===== config.mk =====
export PLATFORM = sky130hd
export DESIGN_NAME = telemetry_risk_monitor
export DESIGN_NICKNAME = d
export VERILOG_FILES = /design/src/hdl/trm_pkg.sv /design/src/hdl/trm_front.sv /design/src/hdl/trm_queue.sv /design/src/hdl/trm_divider.sv /design/src/hdl/trm_back.sv /design/src/hdl/telemetry_risk_monitor.sv
export SDC_FILE = /design/constraint.sdc
export NUM_CORES = 2
export LEC_CHECK = 0
export ABC_AREA = 1
export BUFFER_PORTS_ARGS = -buffer_cell sky130_fd_sc_hd__buf_2
export CAP_MARGIN = 20
export CELL_PAD_IN_SITES_DETAIL_PLACEMENT = 0
export CELL_PAD_IN_SITES_GLOBAL_PLACEMENT = 2
export CORE_MARGIN = 5
export CORE_UTILIZATION = 38
export DETAILED_ROUTE_END_ITERATION = 7
export PLACE_DENSITY = 0.84
export SLEW_MARGIN = 20
export SYNTH_ARGS = -nofsm -noshare
export SYNTH_HDL_FRONTEND = slang
export SYNTH_SLANG_ARGS = --single-unit
export TNS_END_PERCENT = 50

===== constraint.sdc =====
create_clock -name clock -period 7.8 [get_ports clock]
set_clock_uncertainty 0.2 [all_clocks]
set_input_delay 0 -clock clock [delete_from_list [all_inputs] [get_ports clock]]
set_output_delay 0 -clock clock [all_outputs]
set_load 0.02 [all_outputs]

===== src/hdl/trm_pkg.sv =====
// Package with the types, codes and constants of the telemetry risk monitor.
package trm_pkg;

   // Widths.
   localparam int COUNT_BITS_DEFAULT = 32;
   localparam int SUM_BITS           = 64;
   localparam int REPORT_BITS        = 32;
   localparam int POS_BITS           = 24;
   localparam int BATTERY_BITS       = 15;
   localparam int SIGNAL_BITS        = 9;
   localparam int SCORE_BITS         = 7;
   localparam int LEVEL_BITS         = 3;
   localparam int FLAG_BITS          = 4;
   localparam int CSR_INDEX_BITS     = 3;
   localparam int CSR_DATA_BITS      = 24;
   localparam int QUEUE_DEPTH        = 4;

   // Function codes of an input item.
   typedef enum logic [1:0] {
      FUNC_SAMPLE = 2'd0,
      FUNC_REPORT = 2'd1,
      FUNC_CLEAR  = 2'd2,
      FUNC_UNUSED = 2'd3
   } trm_func_type;

   // Register indexes.
   localparam logic [CSR_INDEX_BITS-1:0] CSR_BATTERY_CRITICAL  = 3'd0;
   localparam logic [CSR_INDEX_BITS-1:0] CSR_BATTERY_CAUTION   = 3'd1;
   localparam logic [CSR_INDEX_BITS-1:0] CSR_SIGNAL_CRITICAL   = 3'd2;
   localparam logic [CSR_INDEX_BITS-1:0] CSR_SIGNAL_CAUTION    = 3'd3;
   localparam logic [CSR_INDEX_BITS-1:0] CSR_ALTITUDE_CRITICAL = 3'd4;
   localparam logic [CSR_INDEX_BITS-1:0] CSR_ALTITUDE_CAUTION  = 3'd5;
   localparam logic [CSR_INDEX_BITS-1:0] CSR_SPEED_CRITICAL    = 3'd6;
   localparam logic [CSR_INDEX_BITS-1:0] CSR_SPEED_CAUTION     = 3'd7;

   // Register reset values.
   localparam logic [BATTERY_BITS-1:0]    BATTERY_CRITICAL_RESET  = 15'd6400;
   localparam logic [BATTERY_BITS-1:0]    BATTERY_CAUTION_RESET   = 15'd10240;
   localparam logic signed [SIGNAL_BITS-1:0] SIGNAL_CRITICAL_RESET = -9'sd85;
   localparam logic signed [SIGNAL_BITS-1:0] SIGNAL_CAUTION_RESET  = -9'sd75;
   localparam logic signed [POS_BITS-1:0] ALTITUDE_CRITICAL_RESET = 24'sd256000;
   localparam logic signed [POS_BITS-1:0] ALTITUDE_CAUTION_RESET  = 24'sd204800;
   localparam logic signed [POS_BITS-1:0] SPEED_CRITICAL_RESET    = 24'sd20480;
   localparam logic signed [POS_BITS-1:0] SPEED_CAUTION_RESET     = 24'sd15360;

   // Score weights and limits.
   localparam logic [SCORE_BITS-1:0] WEIGHT_BATTERY_CRITICAL = 7'd35;
   localparam logic [SCORE_BITS-1:0] WEIGHT_BATTERY_CAUTION  = 7'd15;
   localparam logic [SCORE_BITS-1:0] WEIGHT_SIGNAL_CRITICAL  = 7'd30;
   localparam logic [SCORE_BITS-1:0] WEIGHT_SIGNAL_CAUTION   = 7'd10;
   localparam logic [SCORE_BITS-1:0] WEIGHT_POS_CRITICAL     = 7'd25;
   localparam logic [SCORE_BITS-1:0] WEIGHT_POS_CAUTION      = 7'd10;
   localparam logic [SCORE_BITS-1:0] SCORE_MAX               = 7'd100;
   localparam logic [SCORE_BITS-1:0] SCORE_CRITICAL          = 7'd80;
   localparam logic [SCORE_BITS-1:0] SCORE_HIGH              = 7'd60;
   localparam logic [SCORE_BITS-1:0] SCORE_WARNING           = 7'd40;
   localparam logic [SCORE_BITS-1:0] SCORE_NONE              = 7'd0;

   // Risk level codes.
   localparam logic [LEVEL_BITS-1:0] LEVEL_NORMAL   = 3'd0;
   localparam logic [LEVEL_BITS-1:0] LEVEL_LOW      = 3'd1;
   localparam logic [LEVEL_BITS-1:0] LEVEL_MEDIUM   = 3'd2;
   localparam logic [LEVEL_BITS-1:0] LEVEL_HIGH     = 3'd3;
   localparam logic [LEVEL_BITS-1:0] LEVEL_CRITICAL = 3'd4;

   // Battery floor after reset or clear: one hundred percent.
   localparam logic [BATTERY_BITS-1:0] BATTERY_FULL = 15'd25600;

   // A classified item as it waits between the front and the back.
   typedef struct packed {
      trm_func_type                 func;
      logic signed [POS_BITS-1:0]   altitude;
      logic signed [POS_BITS-1:0]   velocity;
      logic [BATTERY_BITS-1:0]      battery;
      logic [SCORE_BITS-1:0]        risk_score;
      logic [LEVEL_BITS-1:0]        risk_level;
      logic                         warning;
      logic [FLAG_BITS-1:0]         alarm_flags;
   } trm_item_type;

   // States of the back end.
   typedef enum logic {
      BACK_RUN,
      BACK_DIVIDE
   } trm_back_state_type;

endpackage


===== src/hdl/trm_front.sv =====
// Front end: threshold registers and scoring of each incoming item.
module trm_front import trm_pkg::*; (
   input  logic                             clock,
   input  logic                             reset,
   input  logic                             csr_write,
   input  logic [CSR_INDEX_BITS-1:0]        csr_index,
   input  logic [CSR_DATA_BITS-1:0]         csr_wdata,
   input  logic [1:0]                       req_func,
   input  logic signed [POS_BITS-1:0]       req_altitude,
   input  logic signed [POS_BITS-1:0]       req_velocity,
   input  logic [BATTERY_BITS-1:0]          req_battery,
   input  logic signed [SIGNAL_BITS-1:0]    req_signal_dbm,
   output trm_item_type                     item
);

   logic [BATTERY_BITS-1:0]       battery_critical_ff, battery_critical_in;
   logic [BATTERY_BITS-1:0]       battery_caution_ff, battery_caution_in;
   logic signed [SIGNAL_BITS-1:0] signal_critical_ff, signal_critical_in;
   logic signed [SIGNAL_BITS-1:0] signal_caution_ff, signal_caution_in;
   logic signed [POS_BITS-1:0]    altitude_critical_ff, altitude_critical_in;
   logic signed [POS_BITS-1:0]    altitude_caution_ff, altitude_caution_in;
   logic signed [POS_BITS-1:0]    speed_critical_ff, speed_critical_in;
   logic signed [POS_BITS-1:0]    speed_caution_ff, speed_caution_in;

   logic                    battery_crit, battery_warn;
   logic                    signal_crit, signal_warn;
   logic                    altitude_crit, altitude_warn;
   logic                    speed_crit, speed_warn;
   logic [SCORE_BITS-1:0]   score_sum;
   logic [SCORE_BITS-1:0]   score;
   logic [LEVEL_BITS-1:0]   level;
   logic                    warning;

   // Register write decode; each register keeps only its own width.
   always_comb begin
      battery_critical_in  = battery_critical_ff;
      battery_caution_in   = battery_caution_ff;
      signal_critical_in   = signal_critical_ff;
      signal_caution_in    = signal_caution_ff;
      altitude_critical_in = altitude_critical_ff;
      altitude_caution_in  = altitude_caution_ff;
      speed_critical_in    = speed_critical_ff;
      speed_caution_in     = speed_caution_ff;
      if (csr_write) begin
         unique case (csr_index)
            CSR_BATTERY_CRITICAL:  battery_critical_in  = csr_wdata[BATTERY_BITS-1:0];
            CSR_BATTERY_CAUTION:   battery_caution_in   = csr_wdata[BATTERY_BITS-1:0];
            CSR_SIGNAL_CRITICAL:   signal_critical_in   = csr_wdata[SIGNAL_BITS-1:0];
            CSR_SIGNAL_CAUTION:    signal_caution_in    = csr_wdata[SIGNAL_BITS-1:0];
            CSR_ALTITUDE_CRITICAL: altitude_critical_in = csr_wdata[POS_BITS-1:0];
            CSR_ALTITUDE_CAUTION:  altitude_caution_in  = csr_wdata[POS_BITS-1:0];
            CSR_SPEED_CRITICAL:    speed_critical_in    = csr_wdata[POS_BITS-1:0];
            CSR_SPEED_CAUTION:     speed_caution_in     = csr_wdata[POS_BITS-1:0];
         endcase
      end
   end

   // Threshold registers.
   always_ff @(posedge clock) begin
      if (reset) begin
         battery_critical_ff  <= BATTERY_CRITICAL_RESET;
         battery_caution_ff   <= BATTERY_CAUTION_RESET;
         signal_critical_ff   <= SIGNAL_CRITICAL_RESET;
         signal_caution_ff    <= SIGNAL_CAUTION_RESET;
         altitude_critical_ff <= ALTITUDE_CRITICAL_RESET;
         altitude_caution_ff  <= ALTITUDE_CAUTION_RESET;
         speed_critical_ff    <= SPEED_CRITICAL_RESET;
         speed_caution_ff     <= SPEED_CAUTION_RESET;
      end else begin
         battery_critical_ff  <= battery_critical_in;
         battery_caution_ff   <= battery_caution_in;
         signal_critical_ff   <= signal_critical_in;
         signal_caution_ff    <= signal_caution_in;
         altitude_critical_ff <= altitude_critical_in;
         altitude_caution_ff  <= altitude_caution_in;
         speed_critical_ff    <= speed_critical_in;
         speed_caution_ff     <= speed_caution_in;
      end
   end

   // Threshold tests; the caution test counts only when the critical one misses.
   assign battery_crit  = req_battery < battery_critical_ff;
   assign battery_warn  = req_battery < battery_caution_ff;
   assign signal_crit   = req_signal_dbm < signal_critical_ff;
   assign signal_warn   = req_signal_dbm < signal_caution_ff;
   assign altitude_crit = req_altitude > altitude_critical_ff;
   assign altitude_warn = req_altitude > altitude_caution_ff;
   assign speed_crit    = req_velocity > speed_critical_ff;
   assign speed_warn    = req_velocity > speed_caution_ff;

   // Weight sum, saturation and level mapping. The sum never exceeds 115.
   always_comb begin
      score_sum = SCORE_NONE;
      if (battery_crit)       score_sum = score_sum + WEIGHT_BATTERY_CRITICAL;
      else if (battery_warn)  score_sum = score_sum + WEIGHT_BATTERY_CAUTION;
      if (signal_crit)        score_sum = score_sum + WEIGHT_SIGNAL_CRITICAL;
      else if (signal_warn)   score_sum = score_sum + WEIGHT_SIGNAL_CAUTION;
      if (altitude_crit)      score_sum = score_sum + WEIGHT_POS_CRITICAL;
      else if (altitude_warn) score_sum = score_sum + WEIGHT_POS_CAUTION;
      if (speed_crit)         score_sum = score_sum + WEIGHT_POS_CRITICAL;
      else if (speed_warn)    score_sum = score_sum + WEIGHT_POS_CAUTION;

      score = (score_sum > SCORE_MAX) ? SCORE_MAX : score_sum;

      if (score >= SCORE_CRITICAL)     level = LEVEL_CRITICAL;
      else if (score >= SCORE_HIGH)    level = LEVEL_HIGH;
      else if (score >= SCORE_WARNING) level = LEVEL_MEDIUM;
      else if (score != SCORE_NONE)    level = LEVEL_LOW;
      else                             level = LEVEL_NORMAL;

      warning = score >= SCORE_WARNING;
   end

   // Classified item handed to the queue.
   always_comb begin
      item.func        = trm_func_type'(req_func);
      item.altitude    = req_altitude;
      item.velocity    = req_velocity;
      item.battery     = req_battery;
      item.risk_score  = score;
      item.risk_level  = level;
      item.warning     = warning;
      item.alarm_flags = warning ? {speed_crit, altitude_crit, signal_crit, battery_crit}
                                 : '0;
   end

endmodule


===== src/hdl/trm_queue.sv =====
// Short queue of classified items between the front and the back end.
module trm_queue import trm_pkg::*; (
   input  logic          clock,
   input  logic          reset,
   input  logic          push,
   input  trm_item_type  push_item,
   output logic          full,
   input  logic          pop,
   output trm_item_type  pop_item,
   output logic          empty
);

   localparam int PTR_BITS = $clog2(QUEUE_DEPTH);

   trm_item_type          entry_ff [QUEUE_DEPTH];
   logic [PTR_BITS-1:0]   wr_ptr_ff, wr_ptr_in;
   logic [PTR_BITS-1:0]   rd_ptr_ff, rd_ptr_in;
   logic [PTR_BITS:0]     fill_ff, fill_in;
   logic                  push_ok, pop_ok;

   assign full     = fill_ff == (PTR_BITS+1)'(QUEUE_DEPTH);
   assign empty    = fill_ff == '0;
   assign push_ok  = push & ~full;
   assign pop_ok   = pop & ~empty;
   assign pop_item = entry_ff[rd_ptr_ff];

   // Pointer and fill count update.
   always_comb begin
      wr_ptr_in = push_ok ? wr_ptr_ff + 1'b1 : wr_ptr_ff;
      rd_ptr_in = pop_ok ? rd_ptr_ff + 1'b1 : rd_ptr_ff;
      fill_in   = fill_ff;
      if (push_ok && !pop_ok)      fill_in = fill_ff + 1'b1;
      else if (!push_ok && pop_ok) fill_in = fill_ff - 1'b1;
   end

   always_ff @(posedge clock) begin
      if (reset) begin
         wr_ptr_ff <= '0;
         rd_ptr_ff <= '0;
         fill_ff   <= '0;
      end else begin
         wr_ptr_ff <= wr_ptr_in;
         rd_ptr_ff <= rd_ptr_in;
         fill_ff   <= fill_in;
      end
   end

   // Entry storage.
   always_ff @(posedge clock) begin
      if (push_ok) begin
         entry_ff[wr_ptr_ff] <= push_item;
      end
   end

endmodule


===== src/hdl/trm_divider.sv =====
// Restoring divider, one quotient bit per cycle.
module trm_divider #(
   parameter int DIVIDEND_BITS = 64,
   parameter int DIVISOR_BITS  = 32
) (
   input  logic                     clock,
   input  logic                     reset,
   input  logic                     start,
   input  logic [DIVIDEND_BITS-1:0] dividend,
   input  logic [DIVISOR_BITS-1:0]  divisor,
   output logic                     done,
   output logic [DIVIDEND_BITS-1:0] quotient
);

   localparam int STEP_BITS = $clog2(DIVIDEND_BITS);
   localparam logic [STEP_BITS-1:0] LAST_STEP = STEP_BITS'(DIVIDEND_BITS - 1);

   logic                     busy_ff, busy_in;
   logic                     done_ff, done_in;
   logic [STEP_BITS-1:0]     step_ff, step_in;
   logic [DIVISOR_BITS-1:0]  rem_ff, rem_in;
   logic [DIVISOR_BITS-1:0]  divisor_ff, divisor_in;
   logic [DIVIDEND_BITS-1:0] quo_ff, quo_in;
   logic [DIVISOR_BITS:0]    trial;
   logic [DIVISOR_BITS:0]    diff;
   logic                     fits;

   // One restoring step: the dividend shifts out on top as quotient bits enter below.
   assign trial = {rem_ff, quo_ff[DIVIDEND_BITS-1]};
   assign diff  = trial - {1'b0, divisor_ff};
   assign fits  = trial >= {1'b0, divisor_ff};

   always_comb begin
      busy_in    = busy_ff;
      done_in    = 1'b0;
      step_in    = step_ff;
      rem_in     = rem_ff;
      divisor_in = divisor_ff;
      quo_in     = quo_ff;
      if (start) begin
         busy_in    = 1'b1;
         step_in    = '0;
         rem_in     = '0;
         divisor_in = divisor;
         quo_in     = dividend;
      end else if (busy_ff) begin
         rem_in  = fits ? diff[DIVISOR_BITS-1:0] : trial[DIVISOR_BITS-1:0];
         quo_in  = {quo_ff[DIVIDEND_BITS-2:0], fits};
         step_in = step_ff + 1'b1;
         if (step_ff == LAST_STEP) begin
            busy_in = 1'b0;
            done_in = 1'b1;
         end
      end
   end

   always_ff @(posedge clock) begin
      if (reset) begin
         busy_ff <= 1'b0;
         done_ff <= 1'b0;
      end else begin
         busy_ff <= busy_in;
         done_ff <= done_in;
      end
   end

   always_ff @(posedge clock) begin
      step_ff    <= step_in;
      rem_ff     <= rem_in;
      divisor_ff <= divisor_in;
      quo_ff     <= quo_in;
   end

   assign done     = done_ff;
   assign quotient = quo_ff;

endmodule


===== src/hdl/trm_back.sv =====
// Back end: running statistics, average reports and the result register.
module trm_back import trm_pkg::*; #(
   parameter int COUNT_BITS = COUNT_BITS_DEFAULT
) (
   input  logic                          clock,
   input  logic                          reset,
   input  logic                          queue_empty,
   input  trm_item_type                  queue_item,
   output logic                          queue_pop,
   input  logic                          rsp_pop,
   output logic                          rsp_empty,
   output logic [SCORE_BITS-1:0]         rsp_risk_score,
   output logic [LEVEL_BITS-1:0]         rsp_risk_level,
   output logic                          rsp_warning,
   output logic [FLAG_BITS-1:0]          rsp_alarm_flags,
   output logic [REPORT_BITS-1:0]        rsp_packet_count,
   output logic [REPORT_BITS-1:0]        rsp_warning_total,
   output logic signed [POS_BITS-1:0]    rsp_mean_altitude,
   output logic signed [POS_BITS-1:0]    rsp_mean_velocity,
   output logic [BATTERY_BITS-1:0]       rsp_mean_battery,
   output logic signed [POS_BITS-1:0]    rsp_peak_altitude,
   output logic signed [POS_BITS-1:0]    rsp_peak_velocity,
   output logic [BATTERY_BITS-1:0]       rsp_lowest_battery
);

   localparam int EXT_BITS = SUM_BITS - POS_BITS;

   trm_back_state_type           state_ff, state_in;

   // Statistics.
   logic [COUNT_BITS-1:0]        count_ff, count_in;
   logic [COUNT_BITS-1:0]        warn_count_ff, warn_count_in;
   logic [SUM_BITS-1:0]          altitude_sum_ff, altitude_sum_in;
   logic [SUM_BITS-1:0]          velocity_sum_ff, velocity_sum_in;
   logic [SUM_BITS-1:0]          battery_sum_ff, battery_sum_in;
   logic signed [POS_BITS-1:0]   altitude_peak_ff, altitude_peak_in;
   logic signed [POS_BITS-1:0]   velocity_peak_ff, velocity_peak_in;
   logic [BATTERY_BITS-1:0]      battery_floor_ff, battery_floor_in;

   // Result register.
   logic                         out_valid_ff, out_valid_in;
   logic [SCORE_BITS-1:0]        score_ff, score_in;
   logic [LEVEL_BITS-1:0]        level_ff, level_in;
   logic                         warning_ff, warning_in;
   logic [FLAG_BITS-1:0]         flags_ff, flags_in;
   logic [REPORT_BITS-1:0]       packets_ff, packets_in;
   logic [REPORT_BITS-1:0]       warnings_ff, warnings_in;
   logic [POS_BITS-1:0]          mean_alt_ff, mean_alt_in;
   logic [POS_BITS-1:0]          mean_vel_ff, mean_vel_in;
   logic [BATTERY_BITS-1:0]      mean_bat_ff, mean_bat_in;
   logic [POS_BITS-1:0]          peak_alt_ff, peak_alt_in;
   logic [POS_BITS-1:0]          peak_vel_ff, peak_vel_in;
   logic [BATTERY_BITS-1:0]      low_bat_ff, low_bat_in;

   // Division lanes.
   logic                         div_start;
   logic                         alt_done, vel_done, bat_done, div_done;
   logic                         alt_neg, vel_neg;
   logic [SUM_BITS-1:0]          alt_mag, vel_mag;
   logic [SUM_BITS-1:0]          alt_quo, vel_quo, bat_quo;

   logic                         load_out;
   logic [SCORE_BITS-1:0]        sel_score;
   logic [LEVEL_BITS-1:0]        sel_level;
   logic                         sel_warning;
   logic [FLAG_BITS-1:0]         sel_flags;
   logic [POS_BITS-1:0]          sel_mean_alt, sel_mean_vel;
   logic [BATTERY_BITS-1:0]      sel_mean_bat;

   // Signed mean limits: magnitude clipped at 2^23, then positive side at 2^23-1.
   function automatic logic [POS_BITS-1:0] clip_signed_mean(
      input logic neg, input logic [SUM_BITS-1:0] q);
      logic [POS_BITS-1:0] res;
      if (neg) begin
         if (q >= SUM_BITS'(64'd8388608)) res = 24'h800000;
         else                             res = POS_BITS'(~q[POS_BITS-1:0] + 1'b1);
      end else begin
         if (q > SUM_BITS'(64'd8388607))  res = 24'h7FFFFF;
         else                             res = q[POS_BITS-1:0];
      end
      return res;
   endfunction

   // Sums are divided as magnitudes; the sign is applied afterwards.
   assign alt_neg  = altitude_sum_ff[SUM_BITS-1];
   assign vel_neg  = velocity_sum_ff[SUM_BITS-1];
   assign alt_mag  = alt_neg ? (~altitude_sum_ff + 1'b1) : altitude_sum_ff;
   assign vel_mag  = vel_neg ? (~velocity_sum_ff + 1'b1) : velocity_sum_ff;
   assign div_done = alt_done & vel_done & bat_done;

   trm_divider #(.DIVIDEND_BITS(SUM_BITS), .DIVISOR_BITS(COUNT_BITS)) u_div_altitude (
      .clock    (clock),
      .reset    (reset),
      .start    (div_start),
      .dividend (alt_mag),
      .divisor  (count_ff),
      .done     (alt_done),
      .quotient (alt_quo)
   );

   trm_divider #(.DIVIDEND_BITS(SUM_BITS), .DIVISOR_BITS(COUNT_BITS)) u_div_velocity (
      .clock    (clock),
      .reset    (reset),
      .start    (div_start),
      .dividend (vel_mag),
      .divisor  (count_ff),
      .done     (vel_done),
      .quotient (vel_quo)
   );

   trm_divider #(.DIVIDEND_BITS(SUM_BITS), .DIVISOR_BITS(COUNT_BITS)) u_div_battery (
      .clock    (clock),
      .reset    (reset),
      .start    (div_start),
      .dividend (battery_sum_ff),
      .divisor  (count_ff),
      .done     (bat_done),
      .quotient (bat_quo)
   );

   // Sequencer: pop an item, update statistics or start the mean divisions, load the result.
   always_comb begin
      state_in         = state_ff;
      count_in         = count_ff;
      warn_count_in    = warn_count_ff;
      altitude_sum_in  = altitude_sum_ff;
      velocity_sum_in  = velocity_sum_ff;
      battery_sum_in   = battery_sum_ff;
      altitude_peak_in = altitude_peak_ff;
      velocity_peak_in = velocity_peak_ff;
      battery_floor_in = battery_floor_ff;
      queue_pop        = 1'b0;
      div_start        = 1'b0;
      load_out         = 1'b0;
      sel_score        = SCORE_NONE;
      sel_level        = LEVEL_NORMAL;
      sel_warning      = 1'b0;
      sel_flags        = '0;
      sel_mean_alt     = '0;
      sel_mean_vel     = '0;
      sel_mean_bat     = '0;

      unique case (state_ff)
         BACK_RUN: begin
            if (!queue_empty && (!out_valid_ff || rsp_pop)) begin
               queue_pop = 1'b1;
               unique case (queue_item.func)
                  FUNC_SAMPLE: begin
                     load_out        = 1'b1;
                     sel_score       = queue_item.risk_score;
                     sel_level       = queue_item.risk_level;
                     sel_warning     = queue_item.warning;
                     sel_flags       = queue_item.alarm_flags;
                     count_in        = count_ff + COUNT_BITS'(1);
                     if (queue_item.warning) begin
                        warn_count_in = warn_count_ff + COUNT_BITS'(1);
                     end
                     altitude_sum_in = altitude_sum_ff +
                        {{EXT_BITS{queue_item.altitude[POS_BITS-1]}}, queue_item.altitude};
                     velocity_sum_in = velocity_sum_ff +
                        {{EXT_BITS{queue_item.velocity[POS_BITS-1]}}, queue_item.velocity};
                     battery_sum_in  = battery_sum_ff +
                        {{(SUM_BITS-BATTERY_BITS){1'b0}}, queue_item.battery};
                     if ($signed(queue_item.altitude) > $signed(altitude_peak_ff)) begin
                        altitude_peak_in = queue_item.altitude;
                     end
                     if ($signed(queue_item.velocity) > $signed(velocity_peak_ff)) begin
                        velocity_peak_in = queue_item.velocity;
                     end
                     if (queue_item.battery < battery_floor_ff) begin
                        battery_floor_in = queue_item.battery;
                     end
                  end
                  FUNC_REPORT: begin
                     if (count_ff == '0) begin
                        load_out = 1'b1;
                     end else begin
                        div_start = 1'b1;
                        state_in  = BACK_DIVIDE;
                     end
                  end
                  FUNC_CLEAR: begin
                     load_out         = 1'b1;
                     count_in         = '0;
                     warn_count_in    = '0;
                     altitude_sum_in  = '0;
                     velocity_sum_in  = '0;
                     battery_sum_in   = '0;
                     altitude_peak_in = '0;
                     velocity_peak_in = '0;
                     battery_floor_in = BATTERY_FULL;
                  end
                  FUNC_UNUSED: begin
                     load_out = 1'b1;
                  end
               endcase
            end
         end
         BACK_DIVIDE: begin
            if (div_done) begin
               load_out     = 1'b1;
               state_in     = BACK_RUN;
               sel_mean_alt = clip_signed_mean(alt_neg, alt_quo);
               sel_mean_vel = clip_signed_mean(vel_neg, vel_quo);
               sel_mean_bat = (bat_quo > SUM_BITS'(64'd32767)) ? '1
                                                               : bat_quo[BATTERY_BITS-1:0];
            end
         end
      endcase
   end

   // Result register load; a result leaves when it is popped.
   always_comb begin
      out_valid_in = out_valid_ff & ~rsp_pop;
      score_in     = score_ff;
      level_in     = level_ff;
      warning_in   = warning_ff;
      flags_in     = flags_ff;
      packets_in   = packets_ff;
      warnings_in  = warnings_ff;
      mean_alt_in  = mean_alt_ff;
      mean_vel_in  = mean_vel_ff;
      mean_bat_in  = mean_bat_ff;
      peak_alt_in  = peak_alt_ff;
      peak_vel_in  = peak_vel_ff;
      low_bat_in   = low_bat_ff;
      if (load_out) begin
         out_valid_in = 1'b1;
         score_in     = sel_score;
         level_in     = sel_level;
         warning_in   = sel_warning;
         flags_in     = sel_flags;
         packets_in   = REPORT_BITS'(count_in);
         warnings_in  = REPORT_BITS'(warn_count_in);
         mean_alt_in  = sel_mean_alt;
         mean_vel_in  = sel_mean_vel;
         mean_bat_in  = sel_mean_bat;
         peak_alt_in  = altitude_peak_in;
         peak_vel_in  = velocity_peak_in;
         low_bat_in   = battery_floor_in;
      end
   end

   // Control and statistics registers.
   always_ff @(posedge clock) begin
      if (reset) begin
         state_ff         <= BACK_RUN;
         out_valid_ff     <= 1'b0;
         count_ff         <= '0;
         warn_count_ff    <= '0;
         altitude_sum_ff  <= '0;
         velocity_sum_ff  <= '0;
         battery_sum_ff   <= '0;
         altitude_peak_ff <= '0;
         velocity_peak_ff <= '0;
         battery_floor_ff <= BATTERY_FULL;
      end else begin
         state_ff         <= state_in;
         out_valid_ff     <= out_valid_in;
         count_ff         <= count_in;
         warn_count_ff    <= warn_count_in;
         altitude_sum_ff  <= altitude_sum_in;
         velocity_sum_ff  <= velocity_sum_in;
         battery_sum_ff   <= battery_sum_in;
         altitude_peak_ff <= altitude_peak_in;
         velocity_peak_ff <= velocity_peak_in;
         battery_floor_ff <= battery_floor_in;
      end
   end

   // Result payload.
   always_ff @(posedge clock) begin
      score_ff    <= score_in;
      level_ff    <= level_in;
      warning_ff  <= warning_in;
      flags_ff    <= flags_in;
      packets_ff  <= packets_in;
      warnings_ff <= warnings_in;
      mean_alt_ff <= mean_alt_in;
      mean_vel_ff <= mean_vel_in;
      mean_bat_ff <= mean_bat_in;
      peak_alt_ff <= peak_alt_in;
      peak_vel_ff <= peak_vel_in;
      low_bat_ff  <= low_bat_in;
   end

   assign rsp_empty          = ~out_valid_ff;
   assign rsp_risk_score     = score_ff;
   assign rsp_risk_level     = level_ff;
   assign rsp_warning        = warning_ff;
   assign rsp_alarm_flags    = flags_ff;
   assign rsp_packet_count   = packets_ff;
   assign rsp_warning_total  = warnings_ff;
   assign rsp_mean_altitude  = mean_alt_ff;
   assign rsp_mean_velocity  = mean_vel_ff;
   assign rsp_mean_battery   = mean_bat_ff;
   assign rsp_peak_altitude  = peak_alt_ff;
   assign rsp_peak_velocity  = peak_vel_ff;
   assign rsp_lowest_battery = low_bat_ff;

endmodule


===== src/hdl/telemetry_risk_monitor.sv =====
// Top level of the telemetry risk monitor: front end, item queue and back end.
//
//   Channel   Direction  Handshake               Contents
//   req_*     in         push / full             function code and one telemetry sample
//   rsp_*     out        pop / empty             score, level, alarms and statistics
//   csr_*     in         write, no wait          eight threshold registers
//
// Sample and clear items stay in the run state and follow back to back as results pop.
// A report with a nonzero count waits in the divide state for the bit-serial dividers.
// With nothing queued ahead, an item passes a queue entry and then the result register.
// Until full, the four-entry queue takes items as the back end divides or a result waits.
// Reset is synchronous and restores thresholds and statistics.
module telemetry_risk_monitor import trm_pkg::*; #(
   parameter int COUNT_BITS = COUNT_BITS_DEFAULT
) (
   input  logic                          clock,
   input  logic                          reset,
   input  logic                          csr_write,
   input  logic [CSR_INDEX_BITS-1:0]     csr_index,
   input  logic [CSR_DATA_BITS-1:0]      csr_wdata,
   input  logic                          req_push,
   output logic                          req_full,
   input  logic [1:0]                    req_func,
   input  logic signed [POS_BITS-1:0]    req_altitude,
   input  logic signed [POS_BITS-1:0]    req_velocity,
   input  logic [BATTERY_BITS-1:0]       req_battery,
   input  logic signed [SIGNAL_BITS-1:0] req_signal_dbm,
   input  logic                          rsp_pop,
   output logic                          rsp_empty,
   output logic [SCORE_BITS-1:0]         rsp_risk_score,
   output logic [LEVEL_BITS-1:0]         rsp_risk_level,
   output logic                          rsp_warning,
   output logic [FLAG_BITS-1:0]          rsp_alarm_flags,
   output logic [REPORT_BITS-1:0]        rsp_packet_count,
   output logic [REPORT_BITS-1:0]        rsp_warning_total,
   output logic signed [POS_BITS-1:0]    rsp_mean_altitude,
   output logic signed [POS_BITS-1:0]    rsp_mean_velocity,
   output logic [BATTERY_BITS-1:0]       rsp_mean_battery,
   output logic signed [POS_BITS-1:0]    rsp_peak_altitude,
   output logic signed [POS_BITS-1:0]    rsp_peak_velocity,
   output logic [BATTERY_BITS-1:0]       rsp_lowest_battery
);

   trm_item_type front_item;
   trm_item_type queue_item;
   logic         queue_empty;
   logic         queue_pop;

   // Scoring of incoming items.
   trm_front u_front (
      .clock          (clock),
      .reset          (reset),
      .csr_write      (csr_write),
      .csr_index      (csr_index),
      .csr_wdata      (csr_wdata),
      .req_func       (req_func),
      .req_altitude   (req_altitude),
      .req_velocity   (req_velocity),
      .req_battery    (req_battery),
      .req_signal_dbm (req_signal_dbm),
      .item           (front_item)
   );

   // Decoupling queue.
   trm_queue u_queue (
      .clock     (clock),
      .reset     (reset),
      .push      (req_push),
      .push_item (front_item),
      .full      (req_full),
      .pop       (queue_pop),
      .pop_item  (queue_item),
      .empty     (queue_empty)
   );

   // Statistics and results.
   trm_back #(.COUNT_BITS(COUNT_BITS)) u_back (
      .clock              (clock),
      .reset              (reset),
      .queue_empty        (queue_empty),
      .queue_item         (queue_item),
      .queue_pop          (queue_pop),
      .rsp_pop            (rsp_pop),
      .rsp_empty          (rsp_empty),
      .rsp_risk_score     (rsp_risk_score),
      .rsp_risk_level     (rsp_risk_level),
      .rsp_warning        (rsp_warning),
      .rsp_alarm_flags    (rsp_alarm_flags),
      .rsp_packet_count   (rsp_packet_count),
      .rsp_warning_total  (rsp_warning_total),
      .rsp_mean_altitude  (rsp_mean_altitude),
      .rsp_mean_velocity  (rsp_mean_velocity),
      .rsp_mean_battery   (rsp_mean_battery),
      .rsp_peak_altitude  (rsp_peak_altitude),
      .rsp_peak_velocity  (rsp_peak_velocity),
      .rsp_lowest_battery (rsp_lowest_battery)
   );

endmodule


==> reports/qor.txt <==
Hold Vio Cnt, Final: 0
DR pass1 iterations: 6
Slowest-stage cell, CP: buf_4
Worst Setup End Kind: flip-flop
post-synthesis sequential area ratio: 0.459
slowest stage delay, CP: 850 ps
Worst-Margin Slew: 1050 ps
Starting DRT DRC Count: 4707
critical path depth: 19
max cap viols: 0
flop2flop setup slack: 1640 ps
Area growth syn-to-layout: 16.0%
Min Hold Slack: 55.8 ps
initial antenna violation count: 4
largest net degree at the start of global routing: 178
area post-placement: 79100 µm²
CTS Root Cell: clkbuf_16
die height: 454 µm
via count: 64800
CP startpoint kind: flip-flop
port buffer count: 312
Sink Count: 1343
Mapped Cells: 9181
core area: 195000 µm²
CP bufs+invs: 1
Sequential Power Share: 0.304
Clk pwr share: 0.224
Required @ worst endpoint: 8250 ps
non-filler cells in the finished layout: 12400
worst r2r path cells: 19
first-pass GRT wire length: 367000 µm
Final Slew Violations: 0
post-synthesis sequential element count: 1343
worst min-delay path class: in -> reg
FMAX: 162 MHz
cell taking the most area after synthesis: edfxtp_1
top_reg_cell synth: edfxtp_1
Pwr Total: 35.8 mW
Worst VDD drop: 263 µV
status: finished, final reports clean
final instance area: 86800 µm²
NetSw: 16.4 mW
Unique masters post-synth: 68
CP dominant cell by count: a21oi_1
R2R Path End: u_back.altitude_sum_ff[58]
switching part of the total: 0.457
CTS buffer count: 160
leakage: 35.8 nW
Total GRT Usage: 0.227
final setup violation count: 0
worst skew pair latency: 830 ps
Mapped Nets: 9751
unrepaired setup endpoints after global routing: no
via count of the first global-routing pass: 62300
Vias/cell: 5.24
Power Density: 412 nW/µm²
kind of critical path: reg -> reg
post-synth top area share: 0.301
number of flops mapped to enable cells by yosys: 749
P_int: 19.4 mW
asr flop ratio synth: 0
Placer Congestion: 0.903
cell family with most CP delay: compound AO/OA/AOI/OAI gates
Die W: 454 µm
layout cells sized above 1: 0.0786
Initial Utilization: 0.383
post-DP HPWL: 174000 µm
Reg clk slew, reported paths: 60 ps
I/O pin total: 313
routed len/inst: 19.3 µm
full die area: 206000 µm²
WP data arrival: 6610 ps
synthesized area: 74800 µm²
Post-Place Cells: 11900
NumNets Final: 10200
CTS tree: built
syn_area_per_cell: 8.15 µm²
Synth area leaders: edfxtp_1 (30%), dfxtp_1 (16%), nand2_1 (8.7%)
power share of the combinational group: 0.472
crit-path cells: buf_4 -> o21ai_0 -> o22ai_1 -> fa_1 -> nand3_1 -> nand3_1 -> a21oi_1 -> o21ai_1 -> a21oi_1 -> o21bai_1 -> a21oi_1 -> o21ai_0 -> a21boi_0 -> o21ai_0 -> nand4_1 -> nand2_1 -> nand2_1 -> nand3_1 -> a21oi_1
period utilization: 0.790
CP max FO: 96
Detailed Route WL: 239000 µm
commonest non-fill, non-tap cell in the layout: nand2_1
commonest cells after routing, fill and taps aside: nand2_1 (1736), inv_1 (1041), a21oi_1 (948), o21ai_0 (929), nor2_1 (849)
slew margin rel.: 0.291
CTS H-tree depth: 4
DRC violations left: 0
GR Overflow Total: 0
Post-CTS Resized: 0
row cnt: 162
clk buf depth: 3
setup TNS: 0 ps
Final min period: 6160 ps
Post-DRT Antenna Nets: 0
Yosys warnings: 0
Worst setup endpoint: u_back.altitude_sum_ff[58]
-- sequential cells by signal, indices dropped and copies added (netlist names), 32 cells and up, named ones only --
| register | count |
|---|---|
| u_back.battery_sum_ff | 64 |
| u_back.u_div_altitude.rem_ff | 32 |
| u_back.u_div_altitude.divisor_ff | 32 |
| u_back.warn_count_ff | 32 |
| u_queue.entry_ff | 320 |
| u_back.rsp_warning_total | 32 |
| u_back.u_div_battery.quotient | 64 |
| u_back.velocity_sum_ff | 64 |
| u_back.altitude_sum_ff | 64 |
| u_back.u_div_altitude.quotient | 64 |
| u_back.count_ff | 32 |
| u_back.rsp_packet_count | 32 |
| u_back.u_div_battery.rem_ff | 32 |
| u_back.u_div_velocity.quotient | 64 |
| u_back.u_div_velocity.rem_ff | 32 |
-- layout make-up --
class / count / area (µm²)
Tap cell: 2624 / 3280
Inverter: 1061 / 4000
Clock inverter: 100 / 1360
Antenna cell: 5 / 12.5
Sequential cell: 1343 / 34400
Clock buffer: 201 / 4300
Fill cell: 19500 / 109000
Multi-Input combinational cell: 6463 / 35400
Timing Repair Buffer: 577 / 4110
-- worst min-delay path by stage --
stage                   startpoint                 endpoint  slack (ps)  depth (start not counted)
finish                       reset  u_back.warn_count_ff[1]          60                          3
global route                 reset  u_back.warn_count_ff[1]          40                          3
CTS                          reset  u_back.warn_count_ff[1]           5                          3
detailed placement     req_func[1]  u_queue.entry_ff[3][79]          20                          1
global placement       req_func[1]  u_queue.entry_ff[1][79]          10                          1
floorplan           req_battery[0]  u_queue.entry_ff[0][15]        -100                          0
-- power groups by stage --
| stage | clock network (mW) | registers, mW | logic (mW) |
|---|---|---|---|
| 2_1_floorplan | 0 | 11.3 | 11.0 |
| 5_1_grt | 8.50 | 11.1 | 18.9 |
| 6_report | 8.02 | 10.9 | 16.9 |
| 4_1_cts | 8.21 | 10.9 | 16.9 |
| 3_5_place_dp | 0 | 11.0 | 16.7 |
| 3_3_place_gp | 0 | 11.0 | 16.6 |
-- cell usage after synthesis, drive strengths merged, types with 15 or more instances --
| cell type | count |
|---|---|
| a211oi | 16 |
| a21o | 36 |
| a21oi | 948 |
| a31oi | 72 |
| buf | 59 |
| clkbuf | 255 |
| dfxtp | 594 |
| edfxtp | 749 |
| ha | 457 |
| inv | 1058 |
| nand2 | 1747 |
| nand3 | 288 |
| nand4 | 103 |
| nor2 | 871 |
| nor3 | 143 |
| nor4 | 100 |
| o211ai | 129 |
| o21a | 47 |
| o21ai | 958 |
| o21bai | 18 |
| o22ai | 72 |
| o31ai | 15 |
| or2 | 70 |
| xnor2 | 106 |
| xor2 | 142 |
-- per-stage QoR --
| stage | setup slack (ps) | util |
|---|---|---|
| floorplan | 1420 | - |
| global placement | 1680 | 0.405 |
| detailed placement | 1590 | 0.405 |
| CTS | 1560 | 0.444 |
| global route | 1090 | 0.444 |
| finish | 1640 | 0.444 |
-- layer usage --
metal  up-vias  GRT usage  routed length (µm)
met5         -          0                   0
met4         0     0.0641                6910
met3       312     0.0299               10000
met2      1406      0.379              111000
met1     30700      0.308              111000
li1      32400          -                   -
-- cell families (layout without fill, tap and decap cells) --
kind of cell | after synthesis | after routing | share of synthesized area
compound gates | 2387 | 2387 | 0.175
simple gates | 3364 | 3364 | 0.189
xor+xnor | 248 | 248 | 0.0290
flops | 1343 | 1343 | 0.459
fa+ha+maj | 464 | 464 | 0.0783
buf+inv | 1375 | 1939 | 0.0695
other cells | 0 | 5 | 0
-- timing repair --
action,in CTS,in global routing
endpoints found under the hold margin,556,0
hold buffers,206,0
setup buffers,0,0
-- worst reg2reg max path, cell delays in order (launching register included) --
cell,delay (ps)
dfxtp_4,830
buf_4,890
o21ai_0,240
o22ai_1,520
fa_1,320
nand3_1,110
nand3_1,100
a21oi_1,100
o21ai_1,370
a21oi_1,230
o21bai_1,290
a21oi_1,170
o21ai_0,310
a21boi_0,280
o21ai_0,530
nand4_1,200
nand2_1,110
nand2_1,50
nand3_1,70
a21oi_1,70
Power figures use the tool's default switching activity.
